--- src/rtl/core/gfla_pkg.sv ---
`timescale 1ns / 1ps
// ----------------------------------------------------------------------------
// gfla_pkg
// Shared types, constants and helpers for the GF(2^8) log/exp ALU.
// ----------------------------------------------------------------------------
package gfla_pkg;

    // Operation codes
    localparam logic [2:0] FUNC_ADD = 3'd0;
    localparam logic [2:0] FUNC_MUL = 3'd1;
    localparam logic [2:0] FUNC_DIV = 3'd2;
    localparam logic [2:0] FUNC_LOG = 3'd3;
    localparam logic [2:0] FUNC_EXP = 3'd4;

    // Field constants
    localparam logic [8:0] GF_POLY  = 9'h11B;
    localparam logic [7:0] GF_ORDER = 8'd255;
    localparam int         EXP_DEPTH = 255;
    localparam int         LOG_DEPTH = 256;

    // One table write from the build sweep: exp[idx] = elem, log[elem] = idx
    typedef struct packed {
        logic       we;
        logic [7:0] idx;
        logic [7:0] elem;
    } tbl_wr_t;

    // Multiply a field element by the generator 3
    function automatic logic [7:0] gf_mul3(input logic [7:0] p);
        logic [8:0] x;
        begin
            x = {p, 1'b0} ^ {1'b0, p};
            if (x[8])
            begin
                x = x ^ GF_POLY;
            end
            return x[7:0];
        end
    endfunction

endpackage

--- src/rtl/core/gfla_ram.sv ---
`timescale 1ns / 1ps
// ----------------------------------------------------------------------------
// gfla_ram
// Generic RAM: one write port, two read ports with registered read data.
// ----------------------------------------------------------------------------
module gfla_ram #(
    parameter int WIDTH = 8,
    parameter int DEPTH = 256,
    parameter int AW    = (DEPTH > 1) ? $clog2(DEPTH) : 1
) (
    input  logic             clk,
    input  logic             we,
    input  logic [AW-1:0]    waddr,
    input  logic [WIDTH-1:0] wdata,
    input  logic             re,
    input  logic [AW-1:0]    raddr0,
    input  logic [AW-1:0]    raddr1,
    output logic [WIDTH-1:0] rdata0,
    output logic [WIDTH-1:0] rdata1
);

    logic [WIDTH-1:0] mem [DEPTH];
    logic [WIDTH-1:0] rdata0_reg;
    logic [WIDTH-1:0] rdata1_reg;

    // Write port
    always_ff @(posedge clk)
    begin
        if (we)
        begin
            mem[waddr] <= wdata;
        end
    end

    // Read ports; hold data while not enabled
    always_ff @(posedge clk)
    begin
        if (re)
        begin
            rdata0_reg <= mem[raddr0];
            rdata1_reg <= mem[raddr1];
        end
    end

    assign rdata0 = rdata0_reg;
    assign rdata1 = rdata1_reg;

endmodule

--- src/rtl/core/gfla_sweep.sv ---
`timescale 1ns / 1ps
// ----------------------------------------------------------------------------
// gfla_sweep
// Build sweep: walks the powers of 3 once after reset, one per cycle,
// and emits the matching exp and log table writes.
// ----------------------------------------------------------------------------
module gfla_sweep
    import gfla_pkg::*;
(
    input  logic    clk,
    input  logic    rst_n,
    output tbl_wr_t wr,
    output logic    done
);

    logic [7:0] idx_reg;
    logic [7:0] idx_next;
    logic [7:0] pow_reg;
    logic [7:0] pow_next;
    logic       done_reg;
    logic       done_next;

    // Advance the power and index until the last power is written
    always_comb
    begin
        idx_next  = idx_reg;
        pow_next  = pow_reg;
        done_next = done_reg;
        if (!done_reg)
        begin
            idx_next = idx_reg + 8'd1;
            pow_next = gf_mul3(pow_reg);
            if (idx_reg == GF_ORDER - 8'd1)
            begin
                done_next = 1'b1;
            end
        end
    end

    always_ff @(posedge clk or negedge rst_n)
    begin
        if (!rst_n)
        begin
            idx_reg  <= 8'd0;
            pow_reg  <= 8'd1;
            done_reg <= 1'b0;
        end
        else
        begin
            idx_reg  <= idx_next;
            pow_reg  <= pow_next;
            done_reg <= done_next;
        end
    end

    assign wr.we   = !done_reg;
    assign wr.idx  = idx_reg;
    assign wr.elem = pow_reg;
    assign done    = done_reg;

    // Sweep never runs past the last exp entry
    a_idx_range: assert property (@(posedge clk) disable iff (!rst_n)
        !done_reg |-> idx_reg != GF_ORDER)
        else $error("sweep index out of range");

endmodule

--- src/rtl/core/gfla_pipe.sv ---
`timescale 1ns / 1ps
// ----------------------------------------------------------------------------
// gfla_pipe
// Three-stage datapath around the log and exp memories: log lookup,
// exponent index and exp lookup, result select into the output register.
// ----------------------------------------------------------------------------
module gfla_pipe
    import gfla_pkg::*;
(
    input  logic       clk,
    input  logic       rst_n,
    input  tbl_wr_t    wr,
    input  logic       tables_done,
    input  logic       in_valid,
    output logic       in_ready,
    input  logic [2:0] func,
    input  logic [7:0] operand_a,
    input  logic [7:0] operand_b,
    output logic       out_valid,
    input  logic       out_ready,
    output logic [7:0] result
);

    // Stage enables
    logic out_load;
    logic s2_en;
    logic s1_en;

    // Stage 1: log lookup in flight
    logic       s1_valid_reg;
    logic       s1_valid_next;
    logic [2:0] s1_func_reg;
    logic [7:0] s1_a_reg;
    logic [7:0] s1_b_reg;

    // Stage 2: exp lookup in flight
    logic       s2_valid_reg;
    logic       s2_valid_next;
    logic [2:0] s2_func_reg;
    logic [7:0] s2_a_reg;
    logic [7:0] s2_b_reg;
    logic [7:0] s2_la_reg;
    logic       s2_zero_reg;

    // Output register
    logic       out_valid_reg;
    logic       out_valid_next;
    logic [7:0] result_reg;
    logic [7:0] result_next;

    // Memory ports
    logic [7:0] log_rd_a;
    logic [7:0] log_rd_b;
    logic [7:0] exp_rd;
    logic [7:0] exp_idx;

    // Stage 1 arithmetic
    logic [7:0] la;
    logic [7:0] lb;
    logic [8:0] sum9;
    logic [7:0] mul_idx;
    logic [7:0] div_idx;
    logic       opd_zero;

    // Pipeline flow: each stage loads when its successor can take its beat
    assign out_load = !out_valid_reg || out_ready;
    assign s2_en    = !s2_valid_reg || out_load;
    assign s1_en    = !s1_valid_reg || s2_en;
    assign in_ready = tables_done && s1_en;

    gfla_ram #(
        .WIDTH (8),
        .DEPTH (LOG_DEPTH)
    ) u_log_ram (
        .clk    (clk),
        .we     (wr.we),
        .waddr  (wr.elem),
        .wdata  (wr.idx),
        .re     (s1_en),
        .raddr0 (operand_a),
        .raddr1 (operand_b),
        .rdata0 (log_rd_a),
        .rdata1 (log_rd_b)
    );

    gfla_ram #(
        .WIDTH (8),
        .DEPTH (EXP_DEPTH)
    ) u_exp_ram (
        .clk    (clk),
        .we     (wr.we),
        .waddr  (wr.idx),
        .wdata  (wr.elem),
        .re     (s2_en),
        .raddr0 (exp_idx),
        .raddr1 (8'd0),
        .rdata0 (exp_rd),
        .rdata1 ()
    );

    // Log of zero reads as zero; entry zero is never written
    assign la = (s1_a_reg == 8'd0) ? 8'd0 : log_rd_a;
    assign lb = (s1_b_reg == 8'd0) ? 8'd0 : log_rd_b;

    // Sum and difference of logs, mod 255
    assign sum9    = {1'b0, la} + {1'b0, lb};
    assign mul_idx = (sum9 >= {1'b0, GF_ORDER}) ? 8'(sum9 - {1'b0, GF_ORDER}) : sum9[7:0];
    assign div_idx = (la >= lb) ? 8'(la - lb) : 8'(la + GF_ORDER - lb);

    // Pick the exp index for this operation
    always_comb
    begin
        case (s1_func_reg)
            FUNC_MUL: exp_idx = mul_idx;
            FUNC_DIV: exp_idx = div_idx;
            FUNC_EXP: exp_idx = (s1_a_reg == GF_ORDER) ? 8'd0 : s1_a_reg;
            default:  exp_idx = 8'd0;
        endcase
    end

    // Zero operand forces a zero product or quotient
    always_comb
    begin
        case (s1_func_reg)
            FUNC_MUL: opd_zero = (s1_a_reg == 8'd0) || (s1_b_reg == 8'd0);
            FUNC_DIV: opd_zero = (s1_a_reg == 8'd0);
            default:  opd_zero = 1'b0;
        endcase
    end

    // Select the result
    always_comb
    begin
        case (s2_func_reg)
            FUNC_ADD: result_next = s2_a_reg ^ s2_b_reg;
            FUNC_MUL,
            FUNC_DIV: result_next = s2_zero_reg ? 8'd0 : exp_rd;
            FUNC_LOG: result_next = s2_la_reg;
            FUNC_EXP: result_next = exp_rd;
            default:  result_next = 8'd0;
        endcase
    end

    assign s1_valid_next  = s1_en ? (in_valid && in_ready) : s1_valid_reg;
    assign s2_valid_next  = s2_en ? s1_valid_reg : s2_valid_reg;
    assign out_valid_next = out_load ? s2_valid_reg : out_valid_reg;

    // Control
    always_ff @(posedge clk or negedge rst_n)
    begin
        if (!rst_n)
        begin
            s1_valid_reg  <= 1'b0;
            s2_valid_reg  <= 1'b0;
            out_valid_reg <= 1'b0;
        end
        else
        begin
            s1_valid_reg  <= s1_valid_next;
            s2_valid_reg  <= s2_valid_next;
            out_valid_reg <= out_valid_next;
        end
    end

    // Payload
    always_ff @(posedge clk)
    begin
        if (s1_en)
        begin
            s1_func_reg <= func;
            s1_a_reg    <= operand_a;
            s1_b_reg    <= operand_b;
        end
        if (s2_en)
        begin
            s2_func_reg <= s1_func_reg;
            s2_a_reg    <= s1_a_reg;
            s2_b_reg    <= s1_b_reg;
            s2_la_reg   <= la;
            s2_zero_reg <= opd_zero;
        end
        if (out_load)
        begin
            result_reg <= result_next;
        end
    end

    assign out_valid = out_valid_reg;
    assign result    = result_reg;

    // No item enters before the tables are complete
    a_ready_tables: assert property (@(posedge clk) disable iff (!rst_n)
        in_ready |-> tables_done && !wr.we)
        else $error("item accepted during table build");

    // Exp index always inside the table
    a_exp_idx: assert property (@(posedge clk) disable iff (!rst_n)
        s1_valid_reg |-> exp_idx != GF_ORDER)
        else $error("exp index out of range");

    // A product with a zero factor comes out zero
    a_mul_zero: assert property (@(posedge clk) disable iff (!rst_n)
        (s2_valid_reg && out_load && s2_func_reg == FUNC_MUL && s2_zero_reg)
        |=> result_reg == 8'd0)
        else $error("zero factor gave nonzero product");

    // Output beat only appears from a valid stage 2
    a_out_src: assert property (@(posedge clk) disable iff (!rst_n)
        $rose(out_valid_reg) |-> $past(s2_valid_reg))
        else $error("output valid without source");

endmodule

--- src/rtl/core/gf256_log_exp_alu.sv ---
`timescale 1ns / 1ps
// ----------------------------------------------------------------------------
// gf256_log_exp_alu
// GF(2^8) ALU (polynomial 0x11B, generator 3) built on log and exp memories.
//
// Usage:
//   Input channel in_valid/in_ready carries func, operand_a, operand_b.
//   Output channel out_valid/out_ready carries result, one beat per input.
//   func: add, multiply, divide, log of a, exp of a; other codes give 0.
//   After reset the exp and log memories are filled by a sweep over all
//   255 powers of 3; in_ready stays low until it finishes.
//   Each item is registered in stage 1, stage 2, then the output register.
//   Throughput: one beat per cycle unless stalled, from one log-memory read
//   (two ports) and one exp-memory read per item, each in its own stage.
//   When the receiver stalls, the output register holds its beat and the
//   two inner stages keep accepting until they are full, then in_ready
//   drops; no beat is lost or repeated.
// ----------------------------------------------------------------------------
module gf256_log_exp_alu
    import gfla_pkg::*;
(
    input  logic       clk,
    input  logic       rst_n,
    input  logic       in_valid,
    output logic       in_ready,
    input  logic [2:0] func,
    input  logic [7:0] operand_a,
    input  logic [7:0] operand_b,
    output logic       out_valid,
    input  logic       out_ready,
    output logic [7:0] result
);

    tbl_wr_t tbl_wr;
    logic    tables_done;

    // Table build sweep
    gfla_sweep u_sweep (
        .clk   (clk),
        .rst_n (rst_n),
        .wr    (tbl_wr),
        .done  (tables_done)
    );

    // Lookup pipeline
    gfla_pipe u_pipe (
        .clk         (clk),
        .rst_n       (rst_n),
        .wr          (tbl_wr),
        .tables_done (tables_done),
        .in_valid    (in_valid),
        .in_ready    (in_ready),
        .func        (func),
        .operand_a   (operand_a),
        .operand_b   (operand_b),
        .out_valid   (out_valid),
        .out_ready   (out_ready),
        .result      (result)
    );

endmodule

--- config.mk ---
export PLATFORM = sky130hd
export DESIGN_NAME = gf256_log_exp_alu
export DESIGN_NICKNAME = d
export VERILOG_FILES = /design/src/rtl/core/gfla_pkg.sv /design/src/rtl/core/gfla_ram.sv /design/src/rtl/core/gfla_sweep.sv /design/src/rtl/core/gfla_pipe.sv /design/src/rtl/core/gf256_log_exp_alu.sv
export SDC_FILE = /design/constraint.sdc
export NUM_CORES = 2
export LEC_CHECK = 0
export BUFFER_PORTS_ARGS = -buffer_cell sky130_fd_sc_hd__buf_2
export CAP_MARGIN = 20
export CORE_ASPECT_RATIO = 0.8
export CORE_MARGIN = 5
export CORE_UTILIZATION = 50
export DETAILED_ROUTE_END_ITERATION = 8
export GPL_ROUTABILITY_DRIVEN = 0
export PLACE_DENSITY = 0.7
export SLEW_MARGIN = 10
export SYNTH_ARGS = -nofsm -noshare
export SYNTH_HDL_FRONTEND = slang
export SYNTH_SLANG_ARGS = --single-unit
--- constraint.sdc ---
create_clock -name clk -period 7.5 [get_ports clk]
set_input_delay 0.375 -clock clk [delete_from_list [all_inputs] [get_ports clk]]
set_output_delay 0.375 -clock clk [all_outputs]
set_load 0.1 [all_outputs]
==> run summary <==
Simple-Gate Fraction of Synth Area: 7.735%
Initial Util: 50.10%
Area growth from synthesis to layout: 10.94%
Avg Synthesized Cell Area: 17.06 µm²
# DRC: 0
Sink Count: 4187
Status: finished clean
Seq/Total Area, Yosys: 69.09%
Total core area: 362900 µm²
Largest net degree at the start of global routing: 213
R2R cell count: 21
Via/cell ratio: 6.883
CTS root buf: clkbuf_16
Max Cap Viol: 0
Post-synth ARST share: 0.4777%
Vias in the first global route: 104900
Setup TNS: 0 ns
Final Hold Vio Count: 0
Post-detail-place hpwl: 337.3 mm
Relative slew slack: 13.32%
Rows: 198
Worst reg2reg path startpoint: u_pipe.s1_a_reg[2]$_DFFE_PN_
Adder-Cell Fraction of Synth Area: 0.2945%
ANT nets after route: 0
Top-area cell type share of the netlist area: 68.81%
Worst path cell trace: nor4_1 > nand2_1 > nand2_1 > inv_1 > ha_1 > fa_1 > nor2b_2 > o311ai_2 > a21oi_1 > or4b_4 > o21ai_0 > a21oi_1 > o31ai_4 > buf_12 > nand2b_1 > buf_12 > a21oi_1 > o21a_1 > a2111oi_1 > nand3_1 > a211oi_1
Final Max Tran Viols: 0
Fin util: 55.59%
Crit Path Max Fanout: 18
Crit end category: flop
CTS H-tree depth: 5
Synth Flop Type: edfxtp_1
DR pass1 iterations: 9
CP bufs+invs: 3
Total Routing Usage GR: 28.47%
CP startpoint: u_pipe.s1_a_reg[2]$_DFFE_PN_
WHS: 0.1562 ns
Clock transition time at the flip-flop clock pins of the worst setup and hold paths: 0.07 ns
I/O Pins: 33
VDD IR max: 0.2533 mV
Number of flops mapped to enable cells by yosys: 4167
Port Buffers: 32
Final setup vio count: 0
Fraction of the cycle the final worst path needs: 97.39%
NumNets Final: 10780
Synth Area in XOR/XNOR: 0.1638%
Class of the worst hold path: input port to flop
CTS max path bufs: 4
Global-route wire length before repair: 774.7 mm
Die area: 375900 µm²
CP Class: flop to flop
Cts bufs inserted: 399
Post-Syn Area: 181800 µm²
Drt total wl: 547.3 mm
Routed vias: 109300
CP arrival: 8.14 ns
Pwr Total: 0.04764 W
Drt wl/cell: 34.47 µm
Crit-path max cell delay: 0.89 ns
Most common cell after layout, fill and taps aside: edfxtp_1
Post-synthesis compound-gate area fraction: 2.651%
Data required, critical path: 8.33 ns
Die W: 684.3 µm
Setup crit start kind: flop
Reg2reg end: u_pipe.u_exp_ram.rdata0[4]$_DFFE_PP_
GR Overflow Total: 0
Top reg by flops: u_pipe.u_log_ram.mem
Syn nets: 10720
Top flop regs: u_pipe.u_log_ram.mem (2048), u_pipe.u_exp_ram.mem (2040)
Power Density: 236.1 nW/µm²
CP max-delay cell: o31ai_4
P_leak: 58.13 nW
Levels on crit path: 21
Fmax: 0.1369 GHz
Synth area leaders: edfxtp_1, mux4_2, nand2_1, nand3_1, mux2i_1
CTS tree: yes
Yosys top cell by area: edfxtp_1
Fraction of layout cells with a size suffix above 1: 21.89%
Die Height: 549.4 µm
Yosys warns: 0
Cell Area, Placed: 188300 µm²
Largest family of logic cells by synthesized area: multiplexers
CP most frequent cell: a21oi_1
Post-Syn Instances: 10660
Antenna violations before repair: 38
Seq cells post-synth: 4187
Critical Path End: u_pipe.u_exp_ram.rdata0[4]$_DFFE_PP_
Clk_lat worst skew: 1.01 ns
RSZ-0062 raised after global routing: false
Crit path max-delay family: compound AO/OA/AOI/OAI gates
Post-route cell area: 201800 µm²
Synth cell types: 94
Mux share of post-synthesis cell area: 18.14%
DRT iter0 DRCs: 18920
Final min period: 7.304 ns
Max reg flops: 2048
Reg-to-reg setup timing slack: 0.20 ns
Most frequent cells in the layout: edfxtp_1, nand2_1, mux4_2
Final setup skew: 0.1227 ns
Least-Margin Pin Slew: 1.295 ns
timing repair:
item | CTS | global route
hold buffers | 12 | 0
endpoints found under the setup margin | 0 | 8
setup buffers | 0 | 7
endpoints found under the hold margin | 50 | 0
resized for setup | 0 | 9
area by class of cell:
cell class	instances	area (µm²)
Multi-Input combinational cell	5676	52900
Antenna cell	27	67.56
Fill cell	27050	161200
Clock inverter	259	2376
Tap cell	4800	6006
Clock buffer	476	10420
Sequential cell	4187	125700
Timing Repair Buffer	423	4173
Inverter	30	112.6
layer usage:
layer | up-vias | track usage [%] | routed length (µm)
li1 | 42840 | - | -
met1 | 56010 | 39.15 | 195600
met2 | 8938 | 41.40 | 241700
met3 | 1470 | 10.01 | 81620
met4 | 30 | 12.51 | 27990
met5 | - | 0.2142 | 380
worst min-delay path by stage:
| stage | from | to | slack, ns | depth (start not counted) |
|---|---|---|---|---|
| 2_1_floorplan | rst_n | u_pipe.out_valid$_DFFE_PN0P_ | 0.08 | 0 |
| 3_3_place_gp | u_pipe.s1_b_reg[1]$_DFFE_PN_ | u_pipe.s2_b_reg[1]$_DFFE_PP_ | 0.44 | 0 |
| 3_5_place_dp | u_pipe.s1_b_reg[1]$_DFFE_PN_ | u_pipe.s2_b_reg[1]$_DFFE_PP_ | 0.43 | 0 |
| 4_1_cts | operand_a[2] | u_pipe.s1_a_reg[2]$_DFFE_PN_ | 0.05 | 1 |
| 5_1_grt | operand_a[2] | u_pipe.s1_a_reg[2]$_DFFE_PN_ | 0.11 | 1 |
| 6_report | operand_a[2] | u_pipe.s1_a_reg[2]$_DFFE_PN_ | 0.16 | 1 |
cell usage after synthesis, types with 44 or more instances:
cell type,number
edfxtp_1,4167
nor2_1,569
mux2i_1,219
nand4_1,46
a31oi_1,97
buf_4,44
a21oi_1,203
mux4_2,1360
and3_1,85
a311oi_1,53
nand3_1,718
o21ai_0,77
nand2_1,1709
buf_1,151
clkbuf_1,336
buf_2,222
power by group:
| part | internal [W] | switching [W] | leakage [nW] | total (W) |
|---|---|---|---|---|
| logic | 0.000688 | 0.00142 | 20.8 | 0.00211 |
| clock network | 0.0112 | 0.00894 | 6.24 | 0.0201 |
| registers | 0.0254 | 0.0000229 | 31.1 | 0.0254 |
cells by family (layout without fill, tap and decap cells):
group           Yosys count  in the layout
compound gates          712            712
buf+inv                 794           1188
simple gates           3296           3296
mux                    1593           1593
flops                  4187           4187
other cells               0             27
fa+ha+maj                41             41
xor+xnor                 34             34
metrics by stage:
stage / cells / setup WS [ns]
finish: 15880 / 0.1956
global placement: 15050 / 0.02912
global route: 15860 / 0.01762
floorplan: 10660 / 2.151
CTS: 15810 / 0.09202
detailed placement: 15070 / 0.04128
(Power assumes the default switching activity.)
